===== config.mk =====
export PLATFORM = sky130hd
export DESIGN_NAME = radar_tlv_frame_parser
export DESIGN_NICKNAME = d
export VERILOG_FILES = /design/src/hw/rtl/rtfp_pkg.sv /design/src/hw/rtl/rtfp_queue.sv /design/src/hw/rtl/rtfp_front.sv /design/src/hw/rtl/rtfp_back.sv /design/src/hw/rtl/radar_tlv_frame_parser.sv
export SDC_FILE = /design/constraint.sdc
export NUM_CORES = 1
export LEC_CHECK = 0
export BUFFER_PORTS_ARGS = -buffer_cell sky130_fd_sc_hd__buf_2
export CORE_AREA = 2 2 171 257
export DETAILED_ROUTE_END_ITERATION = 16
export DIE_AREA = 0 0 173 259
export PLACE_DENSITY_LB_ADDON = 0.12
export SYNTH_ARGS = -nofsm -noshare
export SYNTH_HDL_FRONTEND = slang
export SYNTH_SLANG_ARGS = --single-unit

===== constraint.sdc =====
create_clock -name clk -period 7.4 [get_ports clk]
set_clock_uncertainty 0.2 [all_clocks]
set_input_delay 1.85 -clock clk [delete_from_list [all_inputs] [get_ports clk]]
set_output_delay 1.85 -clock clk [all_outputs]
set_load 0.01 [all_outputs]

===== src/hw/rtl/rtfp_pkg.sv =====
// rtfp_pkg: shared types, codes and helpers of the radar tlv frame parser
// no dependencies; imported by the queue, front, back and top modules of the block
package rtfp_pkg;

    // fixed positions inside the frame header and tlv header
    localparam int COUNT_OFFSET = 24;
    localparam int WORD_BYTES   = 4;

    // depth of the queues between the parts
    localparam int QUEUE_DEPTH = 2;

    // configuration register indexes
    typedef enum logic [1:0] {
        REG_MAGIC   = 2'd0,
        REG_PTYPE   = 2'd1,
        REG_TIMEOUT = 2'd2
    } reg_idx_t;

    // parser phase
    typedef enum logic [2:0] {
        PH_MAGIC0    = 3'd0,
        PH_MAGIC1    = 3'd1,
        PH_MAGIC2    = 3'd2,
        PH_MAGIC3    = 3'd3,
        PH_FRAME_HDR = 3'd4,
        PH_TLV_HDR   = 3'd5,
        PH_PAYLOAD   = 3'd6
    } phase_t;

    // classified item from the front part
    typedef struct packed {
        logic        point_valid;
        logic [4:0]  point_index;
        logic [3:0]  byte_offset;
        logic [7:0]  point_byte;
        logic        update_valid;
        logic [5:0]  target_count;
        logic [31:0] now_ms;
    } mid_item_t;

    // finished result item
    typedef struct packed {
        logic        point_valid;
        logic [4:0]  point_index;
        logic [3:0]  byte_offset;
        logic [7:0]  point_byte;
        logic        update_valid;
        logic [5:0]  target_count;
        logic [31:0] update_time;
        logic        link_alive;
    } out_item_t;

    // place byte b at little-endian byte position pos of word w
    function automatic logic [31:0] put_byte(input logic [31:0] w, input logic [1:0] pos,
                                             input logic [7:0] b);
        logic [31:0] r;
        r = w;
        r[{pos, 3'b000} +: 8] = b;
        return r;
    endfunction

endpackage


===== src/hw/rtl/rtfp_queue.sv =====
// rtfp_queue: small first-in first-out queue between the parts
// depends on rtfp_pkg for the depth
module rtfp_queue #(
    parameter int WIDTH = 8
) (
    input  logic             clk,
    input  logic             rst_n,
    input  logic             push,
    input  logic [WIDTH-1:0] wdata,
    output logic             full,
    input  logic             pop,
    output logic [WIDTH-1:0] rdata,
    output logic             empty
);
    import rtfp_pkg::*;

    localparam int PTR_W = (QUEUE_DEPTH > 1) ? $clog2(QUEUE_DEPTH) : 1;
    localparam int CNT_W = $clog2(QUEUE_DEPTH + 1);

    logic [WIDTH-1:0] mem [QUEUE_DEPTH];
    logic [PTR_W-1:0] wr_ptr_reg, wr_ptr_next;
    logic [PTR_W-1:0] rd_ptr_reg, rd_ptr_next;
    logic [CNT_W-1:0] cnt_reg, cnt_next;
    logic             do_push, do_pop;

    assign full    = (cnt_reg == CNT_W'(QUEUE_DEPTH));
    assign empty   = (cnt_reg == '0);
    assign do_push = push && !full;
    assign do_pop  = pop && !empty;
    assign rdata   = mem[rd_ptr_reg];

    always_comb
    begin
        wr_ptr_next = wr_ptr_reg;
        rd_ptr_next = rd_ptr_reg;
        cnt_next    = cnt_reg;
        if (do_push)
        begin
            wr_ptr_next = (wr_ptr_reg == PTR_W'(QUEUE_DEPTH - 1)) ? '0 : wr_ptr_reg + 1'b1;
        end
        if (do_pop)
        begin
            rd_ptr_next = (rd_ptr_reg == PTR_W'(QUEUE_DEPTH - 1)) ? '0 : rd_ptr_reg + 1'b1;
        end
        if (do_push && !do_pop)
        begin
            cnt_next = cnt_reg + 1'b1;
        end
        else if (do_pop && !do_push)
        begin
            cnt_next = cnt_reg - 1'b1;
        end
    end

    always_ff @(posedge clk or negedge rst_n)
    begin
        if (!rst_n)
        begin
            wr_ptr_reg <= '0;
            rd_ptr_reg <= '0;
            cnt_reg    <= '0;
        end
        else
        begin
            wr_ptr_reg <= wr_ptr_next;
            rd_ptr_reg <= rd_ptr_next;
            cnt_reg    <= cnt_next;
        end
    end

    always_ff @(posedge clk)
    begin
        if (do_push)
        begin
            mem[wr_ptr_reg] <= wdata;
        end
    end

endmodule


===== src/hw/rtl/rtfp_front.sv =====
// rtfp_front: byte parser; hunts the magic word, walks frame and tlv headers
// and classifies each byte into a point byte and/or an update; uses rtfp_pkg
module rtfp_front #(
    parameter int FRAME_HEADER_BYTES = 32,
    parameter int TLV_HEADER_BYTES   = 8,
    parameter int PAYLOAD_MAX        = 1024,
    parameter int POINT_BYTES        = 16,
    parameter int TARGET_LIMIT       = 32
) (
    input  logic                clk,
    input  logic                rst_n,
    input  logic                take,
    input  logic [7:0]          rx_byte,
    input  logic [31:0]         now_ms,
    input  logic [31:0]         magic_word,
    input  logic [31:0]         points_type,
    output rtfp_pkg::mid_item_t item
);
    import rtfp_pkg::*;

    localparam int HC_MAX  = (FRAME_HEADER_BYTES > TLV_HEADER_BYTES) ?
                             FRAME_HEADER_BYTES : TLV_HEADER_BYTES;
    localparam int HC_W    = $clog2(HC_MAX + 1);
    localparam int LEN_W   = $clog2(PAYLOAD_MAX + 1);
    localparam int SHIFT   = LEN_W + $clog2(POINT_BYTES);
    localparam int RECIP   = ((1 << SHIFT) + POINT_BYTES - 1) / POINT_BYTES;
    localparam int MUL_W   = 2 * LEN_W + 1;
    localparam int CNT_W   = $clog2(TARGET_LIMIT + 1);
    localparam int OFF_W   = $clog2(POINT_BYTES + 1);

    phase_t             phase_reg, phase_next;
    logic [HC_W-1:0]    hc_reg, hc_next;
    logic [31:0]        tlvs_reg, tlvs_next;
    logic [31:0]        type_reg, type_next;
    logic [31:0]        len_reg, len_next;
    logic [LEN_W-1:0]   pay_cnt_reg, pay_cnt_next;
    logic [CNT_W-1:0]   pt_idx_reg, pt_idx_next;
    logic [OFF_W-1:0]   pt_off_reg, pt_off_next;
    logic [CNT_W-1:0]   pt_cnt_reg, pt_cnt_next;

    logic [HC_W-1:0]    hc_inc;
    logic [7:0]         magic_want;
    logic               magic_hit;
    logic               frame_last, tlv_last, pay_last, len_ok, kept, is_points;
    logic [31:0]        tlvs_new, type_new, len_new, tlvs_dec;
    logic [LEN_W-1:0]   pay_inc;
    logic [MUL_W-1:0]   quot_prod, quot;
    logic [CNT_W-1:0]   quot_sat;

    assign hc_inc     = hc_reg + 1'b1;
    assign magic_want = 8'(magic_word >> {phase_reg[1:0], 3'b000});
    assign magic_hit  = (rx_byte == magic_want);
    assign frame_last = (hc_inc == HC_W'(FRAME_HEADER_BYTES));
    assign tlv_last   = (hc_inc == HC_W'(TLV_HEADER_BYTES));
    assign tlvs_dec   = tlvs_reg - 32'd1;
    assign pay_inc    = pay_cnt_reg + 1'b1;
    assign pay_last   = (pay_inc >= len_reg[LEN_W-1:0]);
    assign is_points  = (type_reg == points_type);
    assign kept       = (pt_idx_reg < pt_cnt_reg);

    // tlv count bytes of the frame header, little-endian
    always_comb
    begin
        tlvs_new = tlvs_reg;
        if (hc_reg >= HC_W'(COUNT_OFFSET) && hc_reg < HC_W'(COUNT_OFFSET + WORD_BYTES))
        begin
            tlvs_new = put_byte(tlvs_reg, 2'(hc_reg - HC_W'(COUNT_OFFSET)), rx_byte);
        end
    end

    // type and length words of the tlv header
    always_comb
    begin
        type_new = type_reg;
        len_new  = len_reg;
        if (hc_reg < HC_W'(WORD_BYTES))
        begin
            type_new = put_byte(type_reg, 2'(hc_reg), rx_byte);
        end
        else if (hc_reg < HC_W'(2 * WORD_BYTES))
        begin
            len_new = put_byte(len_reg, 2'(hc_reg - HC_W'(WORD_BYTES)), rx_byte);
        end
    end

    assign len_ok = (len_new != 32'd0) && (len_new <= 32'(PAYLOAD_MAX));

    // whole points in the payload by reciprocal multiply, exact for LEN_W-bit lengths
    assign quot_prod = MUL_W'(len_new[LEN_W-1:0]) * MUL_W'(RECIP);
    assign quot      = quot_prod >> SHIFT;
    assign quot_sat  = (quot > MUL_W'(TARGET_LIMIT)) ? CNT_W'(TARGET_LIMIT) : CNT_W'(quot);

    // next phase
    always_comb
    begin
        phase_next = phase_reg;
        case (phase_reg)
            PH_MAGIC0:    phase_next = magic_hit ? PH_MAGIC1 : PH_MAGIC0;
            PH_MAGIC1:    phase_next = magic_hit ? PH_MAGIC2 : PH_MAGIC0;
            PH_MAGIC2:    phase_next = magic_hit ? PH_MAGIC3 : PH_MAGIC0;
            PH_MAGIC3:    phase_next = magic_hit ? PH_FRAME_HDR : PH_MAGIC0;
            PH_FRAME_HDR:
            begin
                if (frame_last)
                begin
                    phase_next = (tlvs_new != 32'd0) ? PH_TLV_HDR : PH_MAGIC0;
                end
            end
            PH_TLV_HDR:
            begin
                if (tlv_last)
                begin
                    if (len_ok)
                    begin
                        phase_next = PH_PAYLOAD;
                    end
                    else
                    begin
                        phase_next = (tlvs_dec != 32'd0) ? PH_TLV_HDR : PH_MAGIC0;
                    end
                end
            end
            PH_PAYLOAD:
            begin
                if (pay_last)
                begin
                    phase_next = (tlvs_dec != 32'd0) ? PH_TLV_HDR : PH_MAGIC0;
                end
            end
            default:      phase_next = PH_MAGIC0;
        endcase
    end

    // datapath and classified item
    always_comb
    begin
        hc_next      = hc_reg;
        tlvs_next    = tlvs_reg;
        type_next    = type_reg;
        len_next     = len_reg;
        pay_cnt_next = pay_cnt_reg;
        pt_idx_next  = pt_idx_reg;
        pt_off_next  = pt_off_reg;
        pt_cnt_next  = pt_cnt_reg;
        item         = '0;
        item.now_ms  = now_ms;
        case (phase_reg)
            PH_MAGIC0, PH_MAGIC1, PH_MAGIC2, PH_MAGIC3:
            begin
                if (magic_hit)
                begin
                    hc_next = '0;
                end
            end
            PH_FRAME_HDR:
            begin
                tlvs_next = tlvs_new;
                hc_next   = frame_last ? '0 : hc_inc;
            end
            PH_TLV_HDR:
            begin
                type_next = type_new;
                len_next  = len_new;
                hc_next   = tlv_last ? '0 : hc_inc;
                if (tlv_last)
                begin
                    pay_cnt_next = '0;
                    pt_idx_next  = '0;
                    pt_off_next  = '0;
                    pt_cnt_next  = quot_sat;
                    if (!len_ok)
                    begin
                        tlvs_next = tlvs_dec;
                    end
                end
            end
            PH_PAYLOAD:
            begin
                pay_cnt_next = pay_inc;
                if (kept)
                begin
                    if (is_points)
                    begin
                        item.point_valid = 1'b1;
                        item.point_index = 5'(pt_idx_reg);
                        item.byte_offset = 4'(pt_off_reg);
                        item.point_byte  = rx_byte;
                    end
                    // walk target index and record offset without dividing
                    if (pt_off_reg == OFF_W'(POINT_BYTES - 1))
                    begin
                        pt_off_next = '0;
                        pt_idx_next = pt_idx_reg + 1'b1;
                    end
                    else
                    begin
                        pt_off_next = pt_off_reg + 1'b1;
                    end
                end
                if (pay_last)
                begin
                    tlvs_next = tlvs_dec;
                    hc_next   = '0;
                    if (is_points)
                    begin
                        item.update_valid = 1'b1;
                        item.target_count = 6'(pt_cnt_reg);
                    end
                end
            end
            default:
            begin
                hc_next = hc_reg;
            end
        endcase
    end

    always_ff @(posedge clk or negedge rst_n)
    begin
        if (!rst_n)
        begin
            phase_reg   <= PH_MAGIC0;
            hc_reg      <= '0;
            tlvs_reg    <= '0;
            type_reg    <= '0;
            len_reg     <= '0;
            pay_cnt_reg <= '0;
            pt_idx_reg  <= '0;
            pt_off_reg  <= '0;
            pt_cnt_reg  <= '0;
        end
        else if (take)
        begin
            phase_reg   <= phase_next;
            hc_reg      <= hc_next;
            tlvs_reg    <= tlvs_next;
            type_reg    <= type_next;
            len_reg     <= len_next;
            pay_cnt_reg <= pay_cnt_next;
            pt_idx_reg  <= pt_idx_next;
            pt_off_reg  <= pt_off_next;
            pt_cnt_reg  <= pt_cnt_next;
        end
    end

endmodule


===== src/hw/rtl/rtfp_back.sv =====
// rtfp_back: keeps the last update tick and works out update_time and link_alive
// depends on rtfp_pkg for the item types
module rtfp_back (
    input  logic                clk,
    input  logic                rst_n,
    input  logic                take,
    input  rtfp_pkg::mid_item_t mid,
    input  logic [31:0]         alive_timeout,
    output rtfp_pkg::out_item_t res
);
    import rtfp_pkg::*;

    logic [31:0] last_upd_reg, last_upd_next;
    logic [31:0] age;

    assign last_upd_next = mid.update_valid ? mid.now_ms : last_upd_reg;
    // wrapping age of the latest update
    assign age           = mid.now_ms - last_upd_next;

    always_comb
    begin
        res.point_valid  = mid.point_valid;
        res.point_index  = mid.point_index;
        res.byte_offset  = mid.byte_offset;
        res.point_byte   = mid.point_byte;
        res.update_valid = mid.update_valid;
        res.target_count = mid.target_count;
        res.update_time  = last_upd_next;
        res.link_alive   = (last_upd_next != 32'd0) && (age < alive_timeout);
    end

    always_ff @(posedge clk or negedge rst_n)
    begin
        if (!rst_n)
        begin
            last_upd_reg <= '0;
        end
        else if (take)
        begin
            last_upd_reg <= last_upd_next;
        end
    end

endmodule


===== src/hw/rtl/radar_tlv_frame_parser.sv =====
// radar_tlv_frame_parser: top level, apb registers, front parser, queues, back part
// path: a taken item is written into the mid queue, then passes the back part into the output queue
// throughput: one item per cycle while the input side is not full, as the front parses one byte per taken item
// reset (rst_n low, async): hunting first magic byte, queues empty, registers at defaults
// depends on rtfp_pkg, rtfp_queue, rtfp_front, rtfp_back
module radar_tlv_frame_parser #(
    parameter int FRAME_HEADER_BYTES = 32,
    parameter int TLV_HEADER_BYTES   = 8,
    parameter int PAYLOAD_MAX        = 1024,
    parameter int POINT_BYTES        = 16,
    parameter int TARGET_LIMIT       = 32
) (
    input  logic        clk,
    input  logic        rst_n,
    // input item queue side
    input  logic        push,
    output logic        full,
    input  logic [7:0]  rx_byte,
    input  logic [31:0] now_ms,
    // result queue side
    output logic        empty,
    input  logic        pop,
    output logic        point_valid,
    output logic [4:0]  point_index,
    output logic [3:0]  byte_offset,
    output logic [7:0]  point_byte,
    output logic        update_valid,
    output logic [5:0]  target_count,
    output logic [31:0] update_time,
    output logic        link_alive,
    // configuration port
    input  logic        psel,
    input  logic        penable,
    input  logic        pwrite,
    input  logic [3:0]  paddr,
    input  logic [31:0] pwdata,
    output logic [31:0] prdata,
    output logic        pready
);
    import rtfp_pkg::*;

    localparam int MID_W = $bits(mid_item_t);
    localparam int OUT_W = $bits(out_item_t);

    // configuration registers
    logic [31:0] magic_reg, ptype_reg, timeout_reg;
    logic        cfg_wr;
    reg_idx_t    cfg_idx;

    // front to back queue
    mid_item_t   front_item, mid_head;
    logic [MID_W-1:0] mid_head_bits;
    logic        mid_full, mid_empty, item_take;

    // back to result queue
    out_item_t   back_item, res_head;
    logic [OUT_W-1:0] res_head_bits;
    logic        out_full, back_take;

    // ---------------------------------------------------------------
    // apb register file: no wait states, word addressed by paddr[3:2]
    // ---------------------------------------------------------------
    assign pready  = 1'b1;
    assign cfg_idx = reg_idx_t'(paddr[3:2]);
    assign cfg_wr  = psel && penable && pwrite && pready;

    always_comb
    begin
        case (cfg_idx)
            REG_MAGIC:   prdata = magic_reg;
            REG_PTYPE:   prdata = ptype_reg;
            REG_TIMEOUT: prdata = timeout_reg;
            default:     prdata = '0;
        endcase
    end

    always_ff @(posedge clk or negedge rst_n)
    begin
        if (!rst_n)
        begin
            magic_reg   <= 32'h0304_0102;
            ptype_reg   <= 32'd1;
            timeout_reg <= 32'd1000;
        end
        else if (cfg_wr)
        begin
            // writes to unmapped addresses are dropped
            case (cfg_idx)
                REG_MAGIC:   magic_reg   <= pwdata;
                REG_PTYPE:   ptype_reg   <= pwdata;
                REG_TIMEOUT: timeout_reg <= pwdata;
                default:     magic_reg   <= magic_reg;
            endcase
        end
    end

    // ---------------------------------------------------------------
    // front: parses one byte per accepted item, always yields one item
    // ---------------------------------------------------------------
    assign full      = mid_full;
    assign item_take = push && !mid_full;

    rtfp_front #(
        .FRAME_HEADER_BYTES (FRAME_HEADER_BYTES),
        .TLV_HEADER_BYTES   (TLV_HEADER_BYTES),
        .PAYLOAD_MAX        (PAYLOAD_MAX),
        .POINT_BYTES        (POINT_BYTES),
        .TARGET_LIMIT       (TARGET_LIMIT)
    ) u_front (
        .clk         (clk),
        .rst_n       (rst_n),
        .take        (item_take),
        .rx_byte     (rx_byte),
        .now_ms      (now_ms),
        .magic_word  (magic_reg),
        .points_type (ptype_reg),
        .item        (front_item)
    );

    // short queue so the parser keeps going while the back side stalls
    rtfp_queue #(
        .WIDTH (MID_W)
    ) u_mid_q (
        .clk   (clk),
        .rst_n (rst_n),
        .push  (item_take),
        .wdata (front_item),
        .full  (mid_full),
        .pop   (back_take),
        .rdata (mid_head_bits),
        .empty (mid_empty)
    );

    assign mid_head = mid_head_bits;

    // ---------------------------------------------------------------
    // back: link state, moves one item per cycle, while one waits and there is room, into the result queue
    // ---------------------------------------------------------------
    assign back_take = !mid_empty && !out_full;

    rtfp_back u_back (
        .clk           (clk),
        .rst_n         (rst_n),
        .take          (back_take),
        .mid           (mid_head),
        .alive_timeout (timeout_reg),
        .res           (back_item)
    );

    // result queue doubles as the output skid stage
    rtfp_queue #(
        .WIDTH (OUT_W)
    ) u_out_q (
        .clk   (clk),
        .rst_n (rst_n),
        .push  (back_take),
        .wdata (back_item),
        .full  (out_full),
        .pop   (pop),
        .rdata (res_head_bits),
        .empty (empty)
    );

    assign res_head     = res_head_bits;
    assign point_valid  = res_head.point_valid;
    assign point_index  = res_head.point_index;
    assign byte_offset  = res_head.byte_offset;
    assign point_byte   = res_head.point_byte;
    assign update_valid = res_head.update_valid;
    assign target_count = res_head.target_count;
    assign update_time  = res_head.update_time;
    assign link_alive   = res_head.link_alive;

endmodule


Yosys cells after proc, flatten, opt, wreduce, memory -nomap -nowiden
Memory sizes are Yosys's and may differ from the RTL's.
Index checks and enable logic that the tools add are counted.

storage, ports and cells
  latch bits = 0
  RAM bits = 230
  memories = 2
  output and inout port bits = 93
  bits of input ports = 83
  memory bits (read-only) = 0
  logic and storage cells = 183
  flip-flop bits (word level) = 269

operators by class
  $lt $le $gt $ge = 9
  shift-type cells = 7
  eq/ne operators = 22
  $mul = 0
  reductions and logical operators = 49
  muxes and demuxes = 56
  bitwise operators = 0
  add/sub/neg operators = 19
  divide/modulo/power cells = 0

memory list
  memory       words  width  rd ports  clocked after Yosys merged registers in  wr ports  line              text
  u_out_q.mem  2      58     1         0                                        1         rtfp_queue.sv:20  logic [WIDTH-1:0] mem [QUEUE_DEPTH];
  u_mid_q.mem  2      57     1         0                                        1         rtfp_queue.sv:20

operators with widths
  operator                count
  $mux 32                 7
  $pmux 32 s3             2
  $reduce_bool 32->1      4
  $bwmux 32               3
  $shift 8x7->32 const A  3
  $shiftx 8x7->32         3
  $mux 6                  8
  $mux 18                 2
  $eq 32x32->1            1
  $le 32x11->1 const B    1
  $lt 32x32->1            1
  $shr 32x5->8            1
  $sub 32x1->32 const B   1
  $sub 32x32->32          1
  $mux 25                 1
  $pmux 6 s4              1
  $pmux 11 s2             1
  $mux 3                  7
  $neg 5->7               3
  $pmux 3 s7              1
  $logic_and 1x1->1       15
  $mux 5                  3
  $mux 7                  2
  $add 6x1->6 const B     2
  other kinds (39)        88

Longest topological paths before layout
  depth after elaboration = 11
  mapped depth = 27
  mapped depth without buffers = 24

Modules after synthesis
Synthesis repeated with hierarchy kept, for this count alone.

second synthesis, totals
  cells, all modules = 2,375
  area total of the unflattened synthesis = 26,773.2 um^2

by module, submodules not included
  module                  seq. area each (um^2)  times used  cells each  area an instance (um^2)
  rtfp_front              3,328.2                1           1,078       9,096.2
  rtfp_back               800.8                  1           583         4,465.5
  rtfp_queue at u_out_q   3,583.4                1           200         4,428.0
  radar_tlv_frame_parser  2,417.3                1           318         4,398.0
  rtfp_queue at u_mid_q   3,523.4                1           196         4,385.5

Least setup slack after synthesis
OpenSTA, ideal clock, no wires.

  path kind = input to register
  from = input push
  to = memory u_mid_q.mem[0][0] in the netlist's numbering, enable pin
  cell stages on the path = 3
  data required time = 6.721 ns
  arrival = 4.881 ns
  slack = 1.841 ns
  buffers on the path = 1
  library setup time = 0.479 ns
  cells stage by stage = and2_1 clkbuf_1 nor2b_1

on the way
  longest elaborated chain between the ends = 4

RTL lines
  what                          line                           text
  from (decl)                   radar_tlv_frame_parser.sv:16   input logic push,
  $logic_and 1x1->1             radar_tlv_frame_parser.sv:101  assign item_take = push && !mid_full;
  $logic_and 1x1->1             rtfp_queue.sv:28               assign do_push = push && !full;
  via u_mid_q.do_push           rtfp_queue.sv:24               logic do_push, do_pop;
  $mux 1                        rtfp_queue.sv:73               if (do_push)
  $mux 1 (implied by the code)  rtfp_queue.sv:75               mem[wr_ptr_reg] <= wdata;
  to (decl)                     rtfp_queue.sv:20

The timed path passes the listed nets, and every way through them passes these cells.

==> results.txt <==
final antenna-violating net count = 0
Period Utilization, post-route = 87.3%
Critical-path top delay cell = a311oi_1
xor/xnor cell area share of the yosys netlist = 3.11%
Reg clk slew, reported paths = 0.07 ns
area of the mapped netlist = 0.0257 mm2
row cnt = 93
io pins = 176
Final Setup Violations = 0
main combinational cell family by area after synthesis = compound AO/OA/AOI/OAI gates
syn avg cell area = 10.8 um2
die height = 259 um
Final GP Congestion = 0.981
post-layout util = 67.1%
gr ovfl total = 0
Final Hold Vio Count = 0
post_cts resized = 0
initial antenna violation count = 8
max reg flops = 116
first-pass GRT wire length = 105000 um
Wirelength per Cell = 21.8 um
Vias = 18.8k
vias in the first global route = 18.5k
Num CTS Buffers = 46
clock root buffer = clkbuf_16
crit-path max cell delay = 0.72 ns
number of port buffers = 172
mux cell area share after synthesis = 10.2%
post-synth net total = 2542
Switching Fraction = 39.8%
GRT Util Overall = 30.2%
Skew-Pair Late Insertion Delay = 0.58 ns
hold_buf cts = 0
Gate power share = 46.6%
top flop regs = u_out_q.mem x116, u_mid_q.mem x114
crit path capture type = flop
Yosys reg bits = 499
most used flip-flop cell after synthesis = dfrtp_1
DRT Wirelength = 67800 um
Adder-Cell Fraction of Synth Area = 4.52%
CP max FO = 43
Worst path top cell family by delay = compound AO/OA/AOI/OAI gates
Max-Cap Viols = 0
maximum VDD drop = 0.231 mV
Final Critical Period = 6.46 ns
largest net degree at the start of global routing = 140
DRC = 0
Hold Path Class = flop to flop
Peak Freq = 155 MHz
level count of the clock H-tree = 2
fin nets = 2669
Avg Vias per Cell = 6.04
total negative slack = 0 ns
Post-synth ARST share = 53.9%
synth unique cells = 87
Die W = 173 um
Worst-Margin Slew = 1.02 ns
Buf+Inv Stages, Crit Path = 3
TritonCTS clock tree = yes
EDFF count, synth = 230
outcome = finished, final reports clean
CTS sink cnt = 499
P_leak = 12.0 nW
drt first-iter violations = 1477
CP required = 7.54 ns
Crit path arrival time = 6.60 ns
starting density of the core = 60.2%
DP HPWL = 50600 um
CP Launch Type = flop
warnings from Yosys = 0
die area = 0.0448 mm2
Synth Area in Simple Gates = 12.2%
setup bufs post-CTS = 0
core area = 0.0426 mm2
gate count of the mapped netlist = 2367
sequential share of the synthesized area = 53.2%
cell-internal power = 0.00779 W
first drt pass iteration count = 5
Max Slew Vio Count = 0
layout cells sized above 1 = 19.0%
Syn-to-layout area delta = 11.4%
kind of critical path = flop to flop
Seq pwr share = 34.3%
Pwr Density = 453 mW/mm2
Sw Pwr = 0.00516 W
Synth Area in Compound Gates = 12.7%
RSZ-0062 raised after global routing = false
Biggest register = u_out_q.mem
proportion of power drawn by the clock network = 19.1%
slew margin rel. = 32.1%
Max clock buf depth = 3
path summary, 6_finish.rpt:
check | start | endpoint | slack (ns) | cells past startpoint
worst min-delay path | u_back.last_upd_reg[17]$_DFFE_PN0P_ | u_back.last_upd_reg[17]$_DFFE_PN0P_ | 0.28 | 2
min in group asynchronous | rst_n | u_front.pay_cnt_reg[2]$_DFFE_PN0P_ | 1.02 | 1
worst min register to register | u_back.last_upd_reg[17]$_DFFE_PN0P_ | u_back.last_upd_reg[17]$_DFFE_PN0P_ | 0.28 | 2
worst max register to register | u_mid_q.rd_ptr_reg$_DFFE_PN0P_ | u_out_q.mem[0][0]$_DFFE_PP_ | 0.94 | 25
worst max-delay path | u_mid_q.rd_ptr_reg$_DFFE_PN0P_ | u_out_q.mem[0][0]$_DFFE_PP_ | 0.94 | 25
max in group asynchronous | rst_n | u_front.tlvs_reg[28]$_DFFE_PN0P_ | 4.61 | 2
cells in the final DEF (no fill, tap or decap), types with 8 or more instances in the layout:
| cell type | instances |
|---|---|
| mux4_2 | 8 |
| and3_1 | 14 |
| nor2_1 | 89 |
| a31oi_1 | 18 |
| a22o_1 | 9 |
| o21a_1 | 14 |
| o21ai_0 | 269 |
| nand2_1 | 306 |
| buf_2 | 171 |
| ha_1 | 91 |
| buf_4 | 26 |
| mux2_2 | 156 |
| nor2b_1 | 13 |
| a21o_1 | 27 |
| inv_1 | 138 |
| and2_1 | 26 |
| clkbuf_16 | 47 |
| xor2_1 | 39 |
| mux2i_1 | 69 |
| a211oi_1 | 9 |
| o22a_1 | 14 |
| dfstp_2 | 12 |
| o31ai_1 | 15 |
| nand2b_1 | 13 |
| clkbuf_1 | 12 |
| or3_1 | 9 |
| xnor2_1 | 52 |
| a22oi_1 | 10 |
| nand4_1 | 29 |
| nor4_1 | 27 |
| edfxtp_1 | 230 |
| or4_1 | 8 |
| dfrtp_1 | 255 |
| nor3_1 | 32 |
| nand3_1 | 35 |
| a21oi_1 | 88 |
metrics by stage:
step / hold slack, ns / area [um2] / total power (W) / instances / setup WS (ns)
floorplan: 0.241 / 25700 / 0.00863 / 2367 / 1.84
global placement: 0.256 / 27000 / 0.0102 / 3016 / 1.11
detailed placement: 0.266 / 27000 / 0.0105 / 3016 / 1.02
CTS: 0.280 / 28600 / 0.0130 / 3102 / 1.01
global route: 0.298 / 28600 / 0.0138 / 3102 / 0.651
finish: 0.278 / 28600 / 0.0130 / 3108 / 0.943
layer usage:
metal	vias to the layer above	track usage, %	routed length, um
met5	-	0	55
met4	8	16.5	4100
met3	214	4.09	3270
met1	9135	34.4	25200
met2	619	55.1	35200
li1	8799	-	-
layout make-up:
| class | instances | area [um2] |
|---|---|---|
| antenna | 6 | 15.0 |
| clock buffer | 61 | 1250 |
| clock inverter | 25 | 325 |
| fill | 3356 | 14000 |
| inverter | 138 | 518 |
| multi-input combinational | 1610 | 11000 |
| sequential | 499 | 13700 |
| tap | 570 | 713 |
| timing repair buffer | 199 | 1090 |
Yosys cell counts, types with 10 or more instances:
cell type,number,area [um2]
o22a_1,14,123
mux2_2,156,1760
a21oi_1,88,440
and3_1,15,93.8
nand2b_1,13,81.3
inv_1,138,518
buf_2,14,70.1
o21ai_0,270,1350
a21o_1,27,203
nor2_1,90,338
mux2i_1,69,691
o21a_1,14,105
edfxtp_1,230,6910
nor2b_1,15,93.8
xor2_1,39,342
a22oi_1,10,75.1
nand2_1,306,1150
dfrtp_1,257,6430
nand4_1,29,181
dfstp_2,12,315
ha_1,91,1140
clkbuf_1,90,338
nor3_1,33,165
o31ai_1,15,113
nor4_1,27,169
and2_1,27,169
a31oi_1,18,113
xnor2_1,52,455
nand3_1,35,175
tightest hold or removal path: stages (launching register included):
cell	delay, ns
dfrtp_1	0.34
nand2_1	0.04
o21ai_0	0.06
kinds of logic (layout without fill, tap and decap cells):
group,count (synthesis),in the layout
AO/OA/AOI/OAI,543,543
adder cells (fa/ha/maj),92,92
AND/OR/NAND/NOR,650,650
other,1,7
XOR/XNOR,91,91
flip-flops,499,499
multiplexers,233,233
buffers and inverters,258,423
power groups by stage:
stage | Combinational [W] | Sequential, W | Clock (W)
final | 0.00604 | 0.00444 | 0.00247
after detailed placement | 0.00600 | 0.00449 | 0
after global placement | 0.00582 | 0.00443 | 0
after CTS | 0.00604 | 0.00444 | 0.00251
after floorplan | 0.00433 | 0.00430 | 0
after global routing | 0.00669 | 0.00453 | 0.00262
Note: power is estimated with default switching activity, not from simulation.
